[src/hdl/b64e_pkg.sv]
// Shared types, constants and the sextet-to-character function for the
// Base64 stream encoder. No dependencies.
package b64e_pkg;

  localparam int unsigned ByteW  = 8;
  localparam int unsigned CharW  = 7;
  localparam int unsigned SextW  = 6;
  localparam int unsigned GroupN = 4;
  localparam int unsigned CountW = 3;   // holds 0 to GroupN characters
  localparam int unsigned IdxW   = 2;   // selects one of GroupN characters

  // Configuration register indexes.
  localparam logic CFG_URL_SAFE     = 1'b0;
  localparam logic CFG_SKIP_PADDING = 1'b1;

  // Character codes.
  localparam logic [CharW-1:0] CHAR_PAD   = 7'h3D;  // '='
  localparam logic [CharW-1:0] CHAR_UPPER = 7'h41;  // 'A'
  localparam logic [CharW-1:0] CHAR_LOWER = 7'h61;  // 'a'
  localparam logic [CharW-1:0] CHAR_DIGIT = 7'h30;  // '0'
  localparam logic [CharW-1:0] CHAR_PLUS  = 7'h2B;  // '+'
  localparam logic [CharW-1:0] CHAR_SLASH = 7'h2F;  // '/'
  localparam logic [CharW-1:0] CHAR_MINUS = 7'h2D;  // '-'
  localparam logic [CharW-1:0] CHAR_UNDER = 7'h5F;  // '_'

  // Characters of one item, first character in element 0.
  typedef struct packed {
    logic [GroupN-1:0][CharW-1:0] chars;
    logic [CountW-1:0]            count;
    logic                         msg_end;
  } b64e_group_t;

  // Map a six-bit value to its alphabet character.
  function automatic logic [CharW-1:0] sextet_char(input logic [SextW-1:0] v,
                                                   input logic url_safe);
    logic [CharW-1:0] c;
    logic [CharW-1:0] v7;
    begin
      v7 = {1'b0, v};
      if (v < 6'd26) begin
        c = CHAR_UPPER + v7;
      end else if (v < 6'd52) begin
        c = CHAR_LOWER + (v7 - 7'd26);
      end else if (v < 6'd62) begin
        c = CHAR_DIGIT + (v7 - 7'd52);
      end else if (v == 6'd62) begin
        c = url_safe ? CHAR_MINUS : CHAR_PLUS;
      end else begin
        c = url_safe ? CHAR_UNDER : CHAR_SLASH;
      end
      return c;
    end
  endfunction

endpackage

[src/hdl/b64e_group.sv]
// Combinational group former: turns one input beat and the pending bytes
// into up to four characters. Depends on b64e_pkg.
module b64e_group (
  input  logic [b64e_pkg::ByteW-1:0] pend0,
  input  logic [b64e_pkg::ByteW-1:0] pend1,
  input  logic [1:0]                 pend_cnt,
  input  logic [b64e_pkg::ByteW-1:0] data_byte,
  input  logic                       byte_valid,
  input  logic                       end_of_message,
  input  logic                       url_safe,
  input  logic                       skip_padding,
  output logic                       full,
  output b64e_pkg::b64e_group_t      group
);
  import b64e_pkg::*;

  logic [1:0]        cnt_after;
  logic [ByteW-1:0]  b1;
  logic [ByteW-1:0]  b2;
  logic [ByteW-1:0]  b3;
  logic [SextW-1:0]  s0;
  logic [SextW-1:0]  s1;
  logic [SextW-1:0]  s2;
  logic [SextW-1:0]  s3;
  logic              pad2;
  logic              pad3;
  logic [CountW-1:0] grp_cnt;

  // A third byte completes a group.
  assign full      = byte_valid && (pend_cnt == 2'd2);
  assign cnt_after = pend_cnt + {1'b0, byte_valid};

  // Select the bytes of the group and which tail positions are padding.
  always_comb begin
    b1      = (byte_valid && pend_cnt == 2'd0) ? data_byte : pend0;
    b2      = (byte_valid && pend_cnt == 2'd1) ? data_byte : pend1;
    b3      = data_byte;
    pad2    = 1'b0;
    pad3    = 1'b0;
    grp_cnt = '0;
    if (full) begin
      b1 = pend0;
      b2 = pend1;
      grp_cnt = CountW'(GroupN);
    end else if (end_of_message && cnt_after == 2'd1) begin
      b2   = '0;
      b3   = '0;
      pad2 = 1'b1;
      pad3 = 1'b1;
      grp_cnt = skip_padding ? 3'd2 : CountW'(GroupN);
    end else if (end_of_message && cnt_after == 2'd2) begin
      b3   = '0;
      pad3 = 1'b1;
      grp_cnt = skip_padding ? 3'd3 : CountW'(GroupN);
    end
  end

  // Split into sextets and map to characters.
  assign s0 = b1[7:2];
  assign s1 = {b1[1:0], b2[7:4]};
  assign s2 = {b2[3:0], b3[7:6]};
  assign s3 = b3[5:0];

  always_comb begin
    group.chars[0] = sextet_char(s0, url_safe);
    group.chars[1] = sextet_char(s1, url_safe);
    group.chars[2] = pad2 ? CHAR_PAD : sextet_char(s2, url_safe);
    group.chars[3] = pad3 ? CHAR_PAD : sextet_char(s3, url_safe);
    group.count    = grp_cnt;
    group.msg_end  = end_of_message;
  end

endmodule

[src/hdl/base64_stream_encoder.sv]
// Top level of the Base64 stream encoder: pending-byte state, group
// buffer and character output register. Depends on b64e_pkg, b64e_group.
//
//   Channel  Ports                                        Direction
//   in       in_valid/in_ready, in_data_byte,             sink
//            in_byte_valid, in_end_of_message
//   out      out_valid/out_ready, out_character,          source
//            out_run_end, out_message_end
//   cfg      cfg_valid/cfg_ready, cfg_index, cfg_data     sink, always ready
//
// The characters of an input beat leave one per cycle from the output
// register while out_ready is high. The group buffer holds the next
// beat's characters while the output register drains, so input is taken
// on the cycle the last character of the buffered group moves out.
// Reset clears the pending count, both valids and the configuration.
module base64_stream_encoder (
  input  logic                        clk,
  input  logic                        rst_n,
  input  logic                        in_valid,
  output logic                        in_ready,
  input  logic [b64e_pkg::ByteW-1:0]  in_data_byte,
  input  logic                        in_byte_valid,
  input  logic                        in_end_of_message,
  output logic                        out_valid,
  input  logic                        out_ready,
  output logic [b64e_pkg::CharW-1:0]  out_character,
  output logic                        out_run_end,
  output logic                        out_message_end,
  input  logic                        cfg_valid,
  output logic                        cfg_ready,
  input  logic                        cfg_index,
  input  logic                        cfg_data
);
  import b64e_pkg::*;

  logic               url_safe_r;
  logic               skip_padding_r;
  logic [ByteW-1:0]   pend_r [2];
  logic [1:0]         pend_cnt_r;
  logic [1:0]         pend_cnt_nxt;
  logic               full;
  b64e_group_t        group;
  b64e_group_t        grp_r;
  logic               grp_valid_r;
  logic [IdxW-1:0]    grp_idx_r;
  logic               grp_last;
  logic               out_load;
  logic               in_fire;
  logic               out_valid_r;
  logic [CharW-1:0]   out_char_r;
  logic               out_run_end_r;
  logic               out_msg_end_r;

  // Configuration registers.
  assign cfg_ready = 1'b1;

  always_ff @(posedge clk) begin
    if (!rst_n) begin
      url_safe_r     <= 1'b0;
      skip_padding_r <= 1'b0;
    end else if (cfg_valid) begin
      unique case (cfg_index)
        CFG_URL_SAFE:     url_safe_r     <= cfg_data;
        CFG_SKIP_PADDING: skip_padding_r <= cfg_data;
        default:          ;
      endcase
    end
  end

  // Group formation from the beat and the pending bytes.
  b64e_group u_group (
    .pend0          (pend_r[0]),
    .pend1          (pend_r[1]),
    .pend_cnt       (pend_cnt_r),
    .data_byte      (in_data_byte),
    .byte_valid     (in_byte_valid),
    .end_of_message (in_end_of_message),
    .url_safe       (url_safe_r),
    .skip_padding   (skip_padding_r),
    .full           (full),
    .group          (group)
  );

  // Handshake between the group buffer and the output register.
  assign out_load = grp_valid_r && (!out_valid_r || out_ready);
  assign grp_last = ({1'b0, grp_idx_r} == (grp_r.count - 3'd1));
  assign in_ready = !grp_valid_r || (out_load && grp_last);
  assign in_fire  = in_valid && in_ready;

  // Pending state: an end mark or a completed group always empties it.
  assign pend_cnt_nxt = (full || in_end_of_message) ? 2'd0
                                                    : pend_cnt_r + {1'b0, in_byte_valid};

  always_ff @(posedge clk) begin
    if (!rst_n) begin
      pend_cnt_r <= 2'd0;
    end else if (in_fire) begin
      pend_cnt_r <= pend_cnt_nxt;
    end
  end

  always_ff @(posedge clk) begin
    if (in_fire && in_byte_valid && !full) begin
      pend_r[pend_cnt_r[0]] <= in_data_byte;
    end
  end

  // Group buffer: holds the characters of one beat until all have moved out.
  always_ff @(posedge clk) begin
    if (!rst_n) begin
      grp_valid_r <= 1'b0;
      grp_idx_r   <= '0;
    end else if (in_fire && group.count != '0) begin
      grp_valid_r <= 1'b1;
      grp_idx_r   <= '0;
    end else if (out_load && grp_last) begin
      grp_valid_r <= 1'b0;
    end else if (out_load) begin
      grp_idx_r <= grp_idx_r + 2'd1;
    end
  end

  always_ff @(posedge clk) begin
    if (in_fire && group.count != '0) begin
      grp_r <= group;
    end
  end

  // Output register: one character beat per cycle while out_ready is high.
  always_ff @(posedge clk) begin
    if (!rst_n) begin
      out_valid_r <= 1'b0;
    end else if (out_load) begin
      out_valid_r <= 1'b1;
    end else if (out_ready) begin
      out_valid_r <= 1'b0;
    end
  end

  always_ff @(posedge clk) begin
    if (out_load) begin
      out_char_r    <= grp_r.chars[grp_idx_r];
      out_run_end_r <= grp_last;
      out_msg_end_r <= grp_last && grp_r.msg_end;
    end
  end

  assign out_valid       = out_valid_r;
  assign out_character   = out_char_r;
  assign out_run_end     = out_run_end_r;
  assign out_message_end = out_msg_end_r;

endmodule
[config.mk]
export PLATFORM = sky130hd
export DESIGN_NAME = base64_stream_encoder
export DESIGN_NICKNAME = d
export VERILOG_FILES = /design/src/hdl/b64e_pkg.sv /design/src/hdl/b64e_group.sv /design/src/hdl/base64_stream_encoder.sv
export SDC_FILE = /design/constraint.sdc
export NUM_CORES = 1
export LEC_CHECK = 0
export CAP_MARGIN = 30
export CORE_MARGIN = 8
export CORE_UTILIZATION = 50
export DETAILED_ROUTE_END_ITERATION = 12
export DONT_BUFFER_PORTS = 1
export HOLD_SLACK_MARGIN = 0.15
export PLACE_DENSITY_LB_ADDON = 0.25
export SLEW_MARGIN = 10
export SYNTH_ARGS = -nofsm -noshare
export SYNTH_HDL_FRONTEND = slang
export SYNTH_SLANG_ARGS = --single-unit
[constraint.sdc]
create_clock -name clk -period 4 [get_ports clk]
set_clock_uncertainty 0.2 [all_clocks]
set_input_delay 0.4 -clock clk [delete_from_list [all_inputs] [get_ports clk]]
set_output_delay 0.4 -clock clk [all_outputs]
set_load 0.1 [all_outputs]
==> flow_results.xml, run 1 <==
<?xml version="1.0" encoding="UTF-8"?>
<metrics>
  <group name="status">
    <metric name="run_status" unit="">complete, no violations</metric>
  </group>
  <group name="pwr">
    <metric name="p_int" unit="mW">1.19</metric>
    <metric name="p_seq_share" unit="%">49.6</metric>
    <metric name="p_clk_share" unit="%">32.0</metric>
    <metric name="leakagePower" unit="nW">1.77</metric>
    <metric name="comb_power_share" unit="%">18.4</metric>
    <metric name="net-switching-power" unit="mW">0.477</metric>
    <metric name="cellPowerDensity" unit="nW/um2">353</metric>
    <metric name="switching_share" unit="%">28.6</metric>
    <metric name="ir_drop" unit="V">0.000165</metric>
  </group>
  <group name="sta">
    <metric name="timing.final.hold_violations" unit="">0</metric>
    <metric name="report.final.slew_viol_count" unit="">0</metric>
    <metric name="clock.fmax" unit="MHz">302</metric>
    <metric name="grt_setup_unrepaired" unit="">no</metric>
    <metric name="finalSetupViolCount" unit="">0</metric>
    <metric name="worst_pin_slew" unit="ps">955</metric>
    <metric name="fin_crit_sh" unit="%">82.9</metric>
    <metric name="final.min_clock_period" unit="ps">3320</metric>
    <metric name="worst_case_hold_slack" unit="ps">175</metric>
    <metric name="maxSlewHeadroom" unit="%">36.3</metric>
    <metric name="finalSetupTns" unit="ps">0</metric>
  </group>
  <group name="final_layout">
    <metric name="mostFrequentLayoutCell" unit="">edfxtp_1</metric>
    <metric name="drive_above_1_share" unit="%">11.0</metric>
    <metric name="antenna_cells_inserted" unit="">0</metric>
    <metric name="design.final.nets" unit="">466</metric>
    <metric name="mostFrequentLayoutCells" unit="">edfxtp_1 (57), nand2_1 (31), a21oi_1 (24), nor2_1 (24), inv_1 (23)</metric>
    <metric name="syn2layout_area_growth" unit="%">9.82</metric>
  </group>
  <group name="clocking">
    <metric name="clk_root_buffer_cell" unit="">clkbuf_8</metric>
    <metric name="clk_transition_reported_paths" unit="ps">70</metric>
    <metric name="post_cts_resize_count" unit="">0</metric>
    <metric name="cts_hold_buf" unit="">16</metric>
    <metric name="clock_tree_from_tritoncts" unit="">built</metric>
    <metric name="worstSkewPairLatency" unit="ps">340</metric>
    <metric name="htree_num_levels" unit="">3</metric>
    <metric name="cts_num_sinks" unit="">65</metric>
    <metric name="cts_setup_buffers" unit="">0</metric>
    <metric name="cts_max_path_buffers" unit="">2</metric>
    <metric name="num_cts_buffers" unit="">9</metric>
  </group>
  <group name="synth">
    <metric name="syn-num-nets" unit="">454</metric>
    <metric name="ys_ff_latch" unit="">65</metric>
    <metric name="yosys.area.top_type_share" unit="%">39.7</metric>
    <metric name="synth.largest_area_cell" unit="">edfxtp_1</metric>
    <metric name="number_of_flops_mapped_to_enable_cells_by_yosys" unit="">57</metric>
    <metric name="synthesis.yosys.warnings" unit="">0</metric>
    <metric name="synth_cells" unit="">420</metric>
    <metric name="post_synth.cell_area_avg" unit="um2">10.3</metric>
    <metric name="synth_seq_area_share" unit="%">43.5</metric>
    <metric name="ys_dominant_reg_cell" unit="">edfxtp_1</metric>
    <metric name="synth.distinct_cells" unit="">65</metric>
    <metric name="post_synth_instance_area" unit="um2">4310</metric>
    <metric name="synthArstFlopShare" unit="%">0</metric>
    <metric name="netlist_top_cells_area" unit="">edfxtp_1 (40%), ha_1 (4.9%), mux2i_1 (4.4%)</metric>
  </group>
  <group name="grt">
    <metric name="grt_pass1_vias" unit="">3102</metric>
    <metric name="grt_most_used_layer" unit="">met2</metric>
    <metric name="antenna_found_initial" unit="">0</metric>
    <metric name="grt_use_total" unit="%">18.2</metric>
    <metric name="grt_start_max_net_pins" unit="">36</metric>
    <metric name="gr-total-overflow" unit="">0</metric>
    <metric name="global_route.usage.met2" unit="%">29.6</metric>
    <metric name="grt_first_pass_wirelength" unit="um">16500</metric>
    <metric name="gr-usage-met1" unit="%">24.3</metric>
    <metric name="grt_use_met3" unit="%">2.48</metric>
  </group>
  <group name="route">
    <metric name="antenna_violating_nets_post_route" unit="">0</metric>
    <metric name="drtIter0Drc" unit="">302</metric>
    <metric name="first_pass_iters" unit="">4</metric>
    <metric name="detail_route.drc_violations" unit="">0</metric>
    <metric name="wl_per_cell" unit="um">19.3</metric>
    <metric name="route.detailed.vias_per_inst" unit="">6.27</metric>
    <metric name="dr_total_vias" unit="">3416</metric>
    <metric name="finalWirelength" unit="um">10500</metric>
  </group>
  <group name="floorplanning">
    <metric name="die_w" unit="um">109</metric>
    <metric name="pin_count" unit="">29</metric>
    <metric name="die_h" unit="um">109</metric>
    <metric name="placement_rows" unit="">34</metric>
    <metric name="dieArea" unit="um2">11800</metric>
    <metric name="floorplan.core_area" unit="um2">8550</metric>
    <metric name="initial_utilization" unit="%">50.4</metric>
  </group>
  <group name="placement">
    <metric name="dpl.hpwl" unit="um">7280</metric>
    <metric name="place.gp.congestion" unit="">0.950</metric>
    <metric name="portBuffers" unit="">0</metric>
  </group>
  <group name="min_path">
    <metric name="holdCritPathClass" unit="">in2reg</metric>
  </group>
  <group name="worst_setup_path">
    <metric name="crit_arrival" unit="ps">3200</metric>
    <metric name="worst_setup_path_start_kind" unit="">flop</metric>
    <metric name="crit_required" unit="ps">3890</metric>
    <metric name="largest_fanout_of_any_net_on_the_critical_path" unit="">12</metric>
    <metric name="type_of_the_setup_path_with_the_least_slack" unit="">reg2reg</metric>
    <metric name="worst_setup_path_end_kind" unit="">flop</metric>
  </group>
  <group name="job">
    <metric name="max_cap_viols" unit="">0</metric>
  </group>
</metrics>
-- power groups by stage --
stage / clock, mW / sequential [mW] / combinational [mW]
6_report: 0.533 / 0.827 / 0.307
5_1_grt: 0.573 / 0.830 / 0.336
4_1_cts: 0.542 / 0.827 / 0.303
3_5_place_dp: 0 / 0.843 / 0.283
3_3_place_gp: 0 / 0.841 / 0.278
2_1_floorplan: 0 / 0.834 / 0.238
-- state kept, by name (all words and copies together), names as in the netlist --
| signal | count |
|---|---|
| grp_valid_r | 1 |
| pend_cnt_r | 2 |
| out_message_end | 1 |
| skip_padding_r | 1 |
| pend_r | 16 |
| grp_r | 32 |
| url_safe_r | 1 |
| grp_idx_r | 2 |
| out_run_end | 1 |
| out_valid | 1 |
| out_character | 7 |
-- metal layers --
metal | vias to the layer above | wire [um]
met5 | - | 0
met1 | 1651 | 4790
met3 | 20 | 513
met2 | 138 | 5010
met4 | 0 | 224
li1 | 1607 | -
-- cell families (layout without fill, tap and decap cells) --
kind of cell	after synthesis	in the layout	share of synthesized area [%]
adder cells (fa/ha/maj)	17	17	4.94
buffers and inverters	47	64	4.88
multiplexers	35	35	10.5
XOR/XNOR	16	16	3.43
other	1	1	0.0871
flip-flops	65	65	43.5
AND/OR/NAND/NOR	140	140	17.1
AO/OA/AOI/OAI	99	99	15.6
-- final timing paths --
path,end,slack (ps),start,cells past startpoint
hold / removal,grp_r[29],170,in_data_byte[4],2
setup / recovery,grp_r[15],680,pend_cnt_r[0],12
setup reg to reg,grp_r[15],680,pend_cnt_r[0],12
hold reg to reg,out_valid,310,grp_valid_r,1
-- worst max-delay path: stages (launching register included) --
cell and delay (ps):
dfxtp_1 440, ha_1 360, and2_1 170, a21oi_1 70, buf_4 180, nor2_1 580
nor2_1 220, inv_1 130, ha_1 180, inv_1 80, o21ai_0 170, a32oi_1 70
o21a_1 200
-- Yosys cell counts (all sizes together), types with 4 or more instances --
cell and n:
and3 9, mux2 9, inv 24, dfxtp 8
o211ai 5, o31ai 5, nor3b 4, mux2i 19
a31oi 6, edfxtp 57, nor3 22, o21a 4
clkbuf 14, nand2b 6, nand3 8, and2 6
buf 9, nor2b 9, a21oi 24, o221ai 4
ha 17, mux4 7, or3 5, nor2 25
xnor2 10, o21ai 21, nand2 31, xor2 6
-- metrics by stage --
stage	instance area [um2]	worst slack, ps	power, mW	instances	util, %
after global routing	4730	479	1.74	545	55.3
after detailed placement	4390	702	1.13	513	51.3
final	4730	684	1.67	545	55.3
after CTS	4730	699	1.67	545	55.3
after floorplan	4310	259	1.07	420	-
after global placement	4390	750	1.12	513	51.3
-- area by class of cell --
| type | count | area (um2) |
|---|---|---|
| fillers | 713 | 3820 |
| repair buffers | 24 | 220 |
| well taps | 108 | 135 |
| clock inverters | 4 | 43.8 |
| multi-input cells | 308 | 2230 |
| flip-flops and latches | 65 | 1870 |
| clock buffers | 12 | 135 |
| inverters | 24 | 92.6 |
(Power assumes the default switching activity.)
==> run 2: changes to the inputs <==
Clock period 4 ns to 3 ns, I/O delays scaled along.
==> flow_results.xml, run 2 (synthesis results as in run 1) <==
<?xml version="1.0" encoding="UTF-8"?>
<metrics>
  <group name="final_layout">
    <metric name="fin_util" unit="%">58.4</metric>
    <metric name="design.final.nets" unit="">493</metric>
    <metric name="largest_register" unit="">grp_r</metric>
    <metric name="fillerInstances" unit="">704</metric>
    <metric name="drive_above_1_share" unit="%">18.1</metric>
    <metric name="mostFrequentLayoutCells" unit="">edfxtp_1 (57), buf_4 (32), nand2_1 (30)</metric>
    <metric name="largest_reg_flops" unit="">32</metric>
    <metric name="layoutNonFillerInstCount" unit="">572</metric>
    <metric name="syn2layout_area_growth" unit="%">15.9</metric>
    <metric name="fin_area" unit="um2">4990</metric>
    <metric name="antenna_cells_inserted" unit="">0</metric>
    <metric name="mostFrequentLayoutCell" unit="">edfxtp_1</metric>
  </group>
  <group name="worst_setup_path">
    <metric name="critical_register_to_register_path_startpoint" unit="">pend_cnt_r[0]</metric>
    <metric name="type_of_the_setup_path_with_the_least_slack" unit="">reg2reg</metric>
    <metric name="worst_setup_path_start_kind" unit="">flop</metric>
    <metric name="crit_required" unit="ps">2900</metric>
    <metric name="crit_arrival" unit="ps">2780</metric>
    <metric name="largest_fanout_of_any_net_on_the_critical_path" unit="">7</metric>
    <metric name="worst_setup_path_end_kind" unit="">flop</metric>
    <metric name="worstSetupStartpoint" unit="">pend_cnt_r[0]</metric>
  </group>
  <group name="sta">
    <metric name="worst_case_hold_slack" unit="ps">158</metric>
    <metric name="timing.final.hold_violations" unit="">0</metric>
    <metric name="report.final.slew_viol_count" unit="">0</metric>
    <metric name="timing.final.ws_setup" unit="ps">117</metric>
    <metric name="final.min_clock_period" unit="ps">2880</metric>
    <metric name="maxSlewHeadroom" unit="%">38.2</metric>
    <metric name="grt_setup_unrepaired" unit="">yes</metric>
    <metric name="finalSetupViolCount" unit="">0</metric>
    <metric name="finalSetupTns" unit="ps">0</metric>
    <metric name="clock.fmax" unit="MHz">347</metric>
    <metric name="fin_crit_sh" unit="%">96.1</metric>
    <metric name="worst_pin_slew" unit="ps">925</metric>
  </group>
  <group name="placement">
    <metric name="portBuffers" unit="">0</metric>
    <metric name="placedInstanceArea" unit="um2">4620</metric>
    <metric name="dpl.hpwl" unit="um">7570</metric>
    <metric name="dpl.cell_count" unit="">537</metric>
    <metric name="post-place-ws" unit="ps">0.233</metric>
    <metric name="place.gp.congestion" unit="">0.972</metric>
  </group>
  <group name="floorplanning">
    <metric name="die_h" unit="um">109</metric>
    <metric name="floorplan.core_area" unit="um2">8550</metric>
    <metric name="initial_utilization" unit="%">50.4</metric>
    <metric name="placement_rows" unit="">34</metric>
    <metric name="die_w" unit="um">109</metric>
    <metric name="dieArea" unit="um2">11800</metric>
    <metric name="pin_count" unit="">29</metric>
  </group>
  <group name="route">
    <metric name="finalWirelength" unit="um">10700</metric>
    <metric name="drtIter0Drc" unit="">278</metric>
    <metric name="first_pass_iters" unit="">4</metric>
    <metric name="antenna_violating_nets_post_route" unit="">0</metric>
    <metric name="wl_per_cell" unit="um">18.7</metric>
    <metric name="route.detailed.vias_per_inst" unit="">5.95</metric>
    <metric name="dr_total_vias" unit="">3404</metric>
    <metric name="detail_route.drc_violations" unit="">0</metric>
  </group>
  <group name="clocking">
    <metric name="num_cts_buffers" unit="">9</metric>
    <metric name="htree_num_levels" unit="">3</metric>
    <metric name="clock_tree_from_tritoncts" unit="">built</metric>
    <metric name="cts_max_path_buffers" unit="">2</metric>
    <metric name="clk_root_buffer_cell" unit="">clkbuf_8</metric>
    <metric name="cts_num_sinks" unit="">65</metric>
    <metric name="clk_transition_reported_paths" unit="ps">80</metric>
    <metric name="worstSkewPairLatency" unit="ps">340</metric>
  </group>
  <group name="grt">
    <metric name="grt_start_max_net_pins" unit="">34</metric>
    <metric name="grt_use_total" unit="%">18.7</metric>
    <metric name="antenna_found_initial" unit="">0</metric>
    <metric name="grt_first_pass_wirelength" unit="um">17000</metric>
    <metric name="gr-total-overflow" unit="">0</metric>
    <metric name="grt_pass1_vias" unit="">3146</metric>
  </group>
  <group name="pwr">
    <metric name="leakagePower" unit="nW">1.91</metric>
    <metric name="total_power" unit="mW">2.20</metric>
    <metric name="ir_drop" unit="V">0.000199</metric>
    <metric name="cellPowerDensity" unit="nW/um2">441</metric>
  </group>
  <group name="min_path">
    <metric name="holdCritPathClass" unit="">in2reg</metric>
    <metric name="worst_hold_startpoint" unit="">in_data_byte[3]</metric>
  </group>
  <group name="status">
    <metric name="run_status" unit="">complete, no violations</metric>
  </group>
  <group name="job">
    <metric name="max_cap_viols" unit="">0</metric>
  </group>
</metrics>
[run 2: changes by cell type in the layout (fill, tap and decap cells not counted), sizes merged]
cell	delta
buf	+26
bufinv	-1
clkbuf	-3
clkinv	+1
clkinvlp	+2
dlygate4sd3	+1
inv	+1
[run 2: path summary, 6_finish.rpt]
kind	slack [ps]	depth (start not counted)	to
worst max-delay path	120	11	grp_r[20]
worst min-delay path	160	3	grp_r[29]
worst max register to register	120	11	grp_r[20]
worst min register to register	350	2	pend_cnt_r[0]
[run 2: what timing repair did]
item | CTS | global route
hold buffers | 17 | 0
setup buffers | 0 | 2
gates resized for setup | 1 | 5
pin swaps | 0 | 1
setup endpoints to repair | 1 | 6
endpoints found under the hold margin | 32 | 0
[run 2: report_power, final]
| group | switching, mW | internal (mW) | total (mW) |
|---|---|---|---|
| Clock | 0.350 | 0.298 | 0.647 |
| Sequential | 0.0555 | 1.04 | 1.10 |
| Combinational | 0.260 | 0.201 | 0.461 |
| Total | 0.665 | 1.54 | 2.20 |
[run 2: cell type report]
cell class              count  area, um2  share of cell area, %
clock inverters             7       46.3                  0.928
flip-flops and latches     65       1880                   37.6
repair buffers             51        450                   9.02
inverters                  24       92.6                   1.86
multi-input cells         308       2270                   45.4
well taps                 108        135                   2.71
clock buffers               9        124                   2.48
[run 2: critical path: stages, from the launching register on]
cell     delay [ps]
dfxtp_4         380
ha_2            310
xnor2_2         210
nand4_1         260
buf_4           230
and3_1          200
inv_1            90
ha_1            140
inv_1            50
xnor2_1         150
a21oi_1          80
a221o_1         330
[run 2: per-layer routing]
metal	vias up	track usage, %	routed length (um)
li1	1666	-	-
met1	1601	25.4	4920
met2	117	29.3	5030
met3	20	2.90	503
met4	0	7.82	240
met5	-	0	0
==> run 3: changes to the inputs <==
Settings changed: CELL_PAD_IN_SITES_DETAIL_PLACEMENT from default to 1, CELL_PAD_IN_SITES_GLOBAL_PLACEMENT from default to 1, CORE_UTILIZATION 50 to 46.
==> flow_results.xml, run 3 (synthesis results as in run 1) <==
<?xml version="1.0" encoding="UTF-8"?>
<metrics>
  <group name="status">
    <metric name="run_status" unit="">complete, no violations</metric>
  </group>
  <group name="worst_setup_path">
    <metric name="critical_register_to_register_path_startpoint" unit="">pend_cnt_r[0]</metric>
    <metric name="crit_arrival" unit="ps">2770</metric>
    <metric name="largest_fanout_of_any_net_on_the_critical_path" unit="">9</metric>
    <metric name="critPathBufInv" unit="">1</metric>
    <metric name="worstSetupStartpoint" unit="">pend_cnt_r[0]</metric>
    <metric name="cp_top_family" unit="">simple AND/OR/NAND/NOR gates</metric>
    <metric name="type_of_the_setup_path_with_the_least_slack" unit="">reg2reg</metric>
    <metric name="critical-path-slowest-cell" unit="">or3_4</metric>
    <metric name="slowest_delay" unit="ps">380</metric>
    <metric name="crit_required" unit="ps">2910</metric>
    <metric name="crit_path_cell_trace" unit="">ha_2 &gt; xnor2_4 &gt; or3_4 &gt; and3_1 &gt; inv_1 &gt; ha_1 &gt; nand2b_1 &gt; a211o_1 &gt; a221o_1</metric>
    <metric name="worst_setup_path_start_kind" unit="">flop</metric>
    <metric name="worst_setup_path_end_kind" unit="">flop</metric>
  </group>
  <group name="grt">
    <metric name="grt_start_max_net_pins" unit="">36</metric>
    <metric name="grt_use_total" unit="%">20.1</metric>
    <metric name="grt_pass1_vias" unit="">3568</metric>
    <metric name="antenna_found_initial" unit="">0</metric>
    <metric name="grt_first_pass_wirelength" unit="um">19700</metric>
    <metric name="gr-total-overflow" unit="">0</metric>
  </group>
  <group name="sta">
    <metric name="finalSetupViolCount" unit="">0</metric>
    <metric name="maxSlewHeadroom" unit="%">40.9</metric>
    <metric name="report.final.slew_viol_count" unit="">0</metric>
    <metric name="worst_pin_slew" unit="ps">888</metric>
    <metric name="worst_case_hold_slack" unit="ps">163</metric>
    <metric name="final.min_clock_period" unit="ps">2860</metric>
    <metric name="fin_crit_sh" unit="%">95.5</metric>
    <metric name="timing.final.hold_violations" unit="">0</metric>
    <metric name="clock.fmax" unit="MHz">349</metric>
  </group>
  <group name="floorplanning">
    <metric name="die_w" unit="um">113</metric>
    <metric name="initial_utilization" unit="%">47.1</metric>
    <metric name="dieArea" unit="um2">12700</metric>
    <metric name="floorplan.core_area" unit="um2">9150</metric>
    <metric name="pin_count" unit="">29</metric>
    <metric name="die_h" unit="um">113</metric>
    <metric name="placement_rows" unit="">35</metric>
  </group>
  <group name="placement">
    <metric name="place.gp.congestion" unit="">0.873</metric>
    <metric name="dpl.hpwl" unit="um">8810</metric>
    <metric name="dpl.cell_count" unit="">543</metric>
    <metric name="portBuffers" unit="">0</metric>
    <metric name="placedInstanceArea" unit="um2">4640</metric>
  </group>
  <group name="min_path">
    <metric name="holdCritPathClass" unit="">in2reg</metric>
    <metric name="worst_hold_startpoint" unit="">in_byte_valid</metric>
  </group>
  <group name="route">
    <metric name="first_pass_iters" unit="">6</metric>
    <metric name="route.detailed.vias_per_inst" unit="">6.13</metric>
    <metric name="detail_route.drc_violations" unit="">0</metric>
    <metric name="antenna_violating_nets_post_route" unit="">0</metric>
    <metric name="wl_per_cell" unit="um">21.5</metric>
    <metric name="dr_total_vias" unit="">3536</metric>
    <metric name="finalWirelength" unit="um">12400</metric>
    <metric name="drtIter0Drc" unit="">191</metric>
  </group>
  <group name="job">
    <metric name="max_cap_viols" unit="">0</metric>
  </group>
  <group name="final_layout">
    <metric name="drive_above_1_share" unit="%">18.2</metric>
    <metric name="design.final.nets" unit="">495</metric>
    <metric name="layoutNonFillerInstCount" unit="">577</metric>
    <metric name="mostFrequentLayoutCell" unit="">edfxtp_1</metric>
    <metric name="fillerInstances" unit="">1015</metric>
    <metric name="syn2layout_area_growth" unit="%">17.1</metric>
    <metric name="mostFrequentLayoutCells" unit="">edfxtp_1 (57), buf_4 (33), nand2_1 (30)</metric>
    <metric name="antenna_cells_inserted" unit="">0</metric>
    <metric name="largest_register" unit="">grp_r</metric>
    <metric name="fin_area" unit="um2">5040</metric>
    <metric name="largest_reg_flops" unit="">32</metric>
  </group>
  <group name="clocking">
    <metric name="clk_transition_reported_paths" unit="ps">80</metric>
    <metric name="cts_max_path_buffers" unit="">2</metric>
    <metric name="htree_num_levels" unit="">3</metric>
    <metric name="clk_root_buffer_cell" unit="">clkbuf_8</metric>
    <metric name="clock_tree_from_tritoncts" unit="">built</metric>
    <metric name="cts_num_sinks" unit="">65</metric>
    <metric name="worstSkewPairLatency" unit="ps">360</metric>
    <metric name="num_cts_buffers" unit="">9</metric>
  </group>
  <group name="pwr">
    <metric name="total_power" unit="mW">2.36</metric>
    <metric name="cellPowerDensity" unit="nW/um2">469</metric>
    <metric name="leakagePower" unit="nW">1.94</metric>
    <metric name="ir_drop" unit="V">0.000331</metric>
  </group>
</metrics>
==> run 3: tightest hold or removal path, delay by kind of cell <==
kind / cells / cell delay, ps
buf+inv: 1 / 160
simple gates: 2 / 90
==> run 3: metrics by stage <==
step	utilization, %	setup TNS (ps)	worst slack (ps)
after floorplan	-	0	7.71
after global placement	50.7	0	173
after detailed placement	50.7	0	47.7
after CTS	54.8	0	40.3
after global routing	55.1	-1.65	-1.65
final	55.1	0	135
==> run 3: path summary, 6_finish.rpt <==
kind                            slack, ps            end  depth (start not counted)
worst max register to register        140      grp_r[20]                          9
worst max-delay path                  140      grp_r[20]                          9
worst min register to register        300  pend_cnt_r[0]                          2
worst min-delay path                  160   pend_r[1][1]                          3
==> run 3: final cells by class <==
type	count	area (um2)	area share (%)
repair buffers	52	458	9.08
inverters	24	92.6	1.84
clock buffers	9	124	2.46
well taps	111	139	2.75
clock inverters	7	77.6	1.54
flip-flops and latches	65	1870	37.1
multi-input cells	309	2280	45.2
==> run 3: what timing repair did <==
action | 4_1_cts | 5_1_grt
setup endpoints to repair | 0 | 7
resized for setup | 0 | 6
hold buffers | 17 | 0
buffers inserted | 0 | 0
endpoints found under the hold margin | 32 | 0
==> run 3: metal layers <==
layer / routed length (um) / part of all wire (%) / track usage, %
met1: 5590 / 45 / 25.9
met2: 6000 / 48 / 32.7
met3: 557 / 4.5 / 3.89
met4: 235 / 1.9 / 7.37
met5: 0 / 0 / 0
==> run 3: power breakdown <==
group / leakage, nW / total, mW / switching [mW] / internal, mW
logic: 1.25 / 0.486 / 0.277 / 0.209
registers: 0.586 / 1.10 / 0.0560 / 1.04
clock network: 0.105 / 0.781 / 0.389 / 0.392
total: 1.94 / 2.36 / 0.722 / 1.64
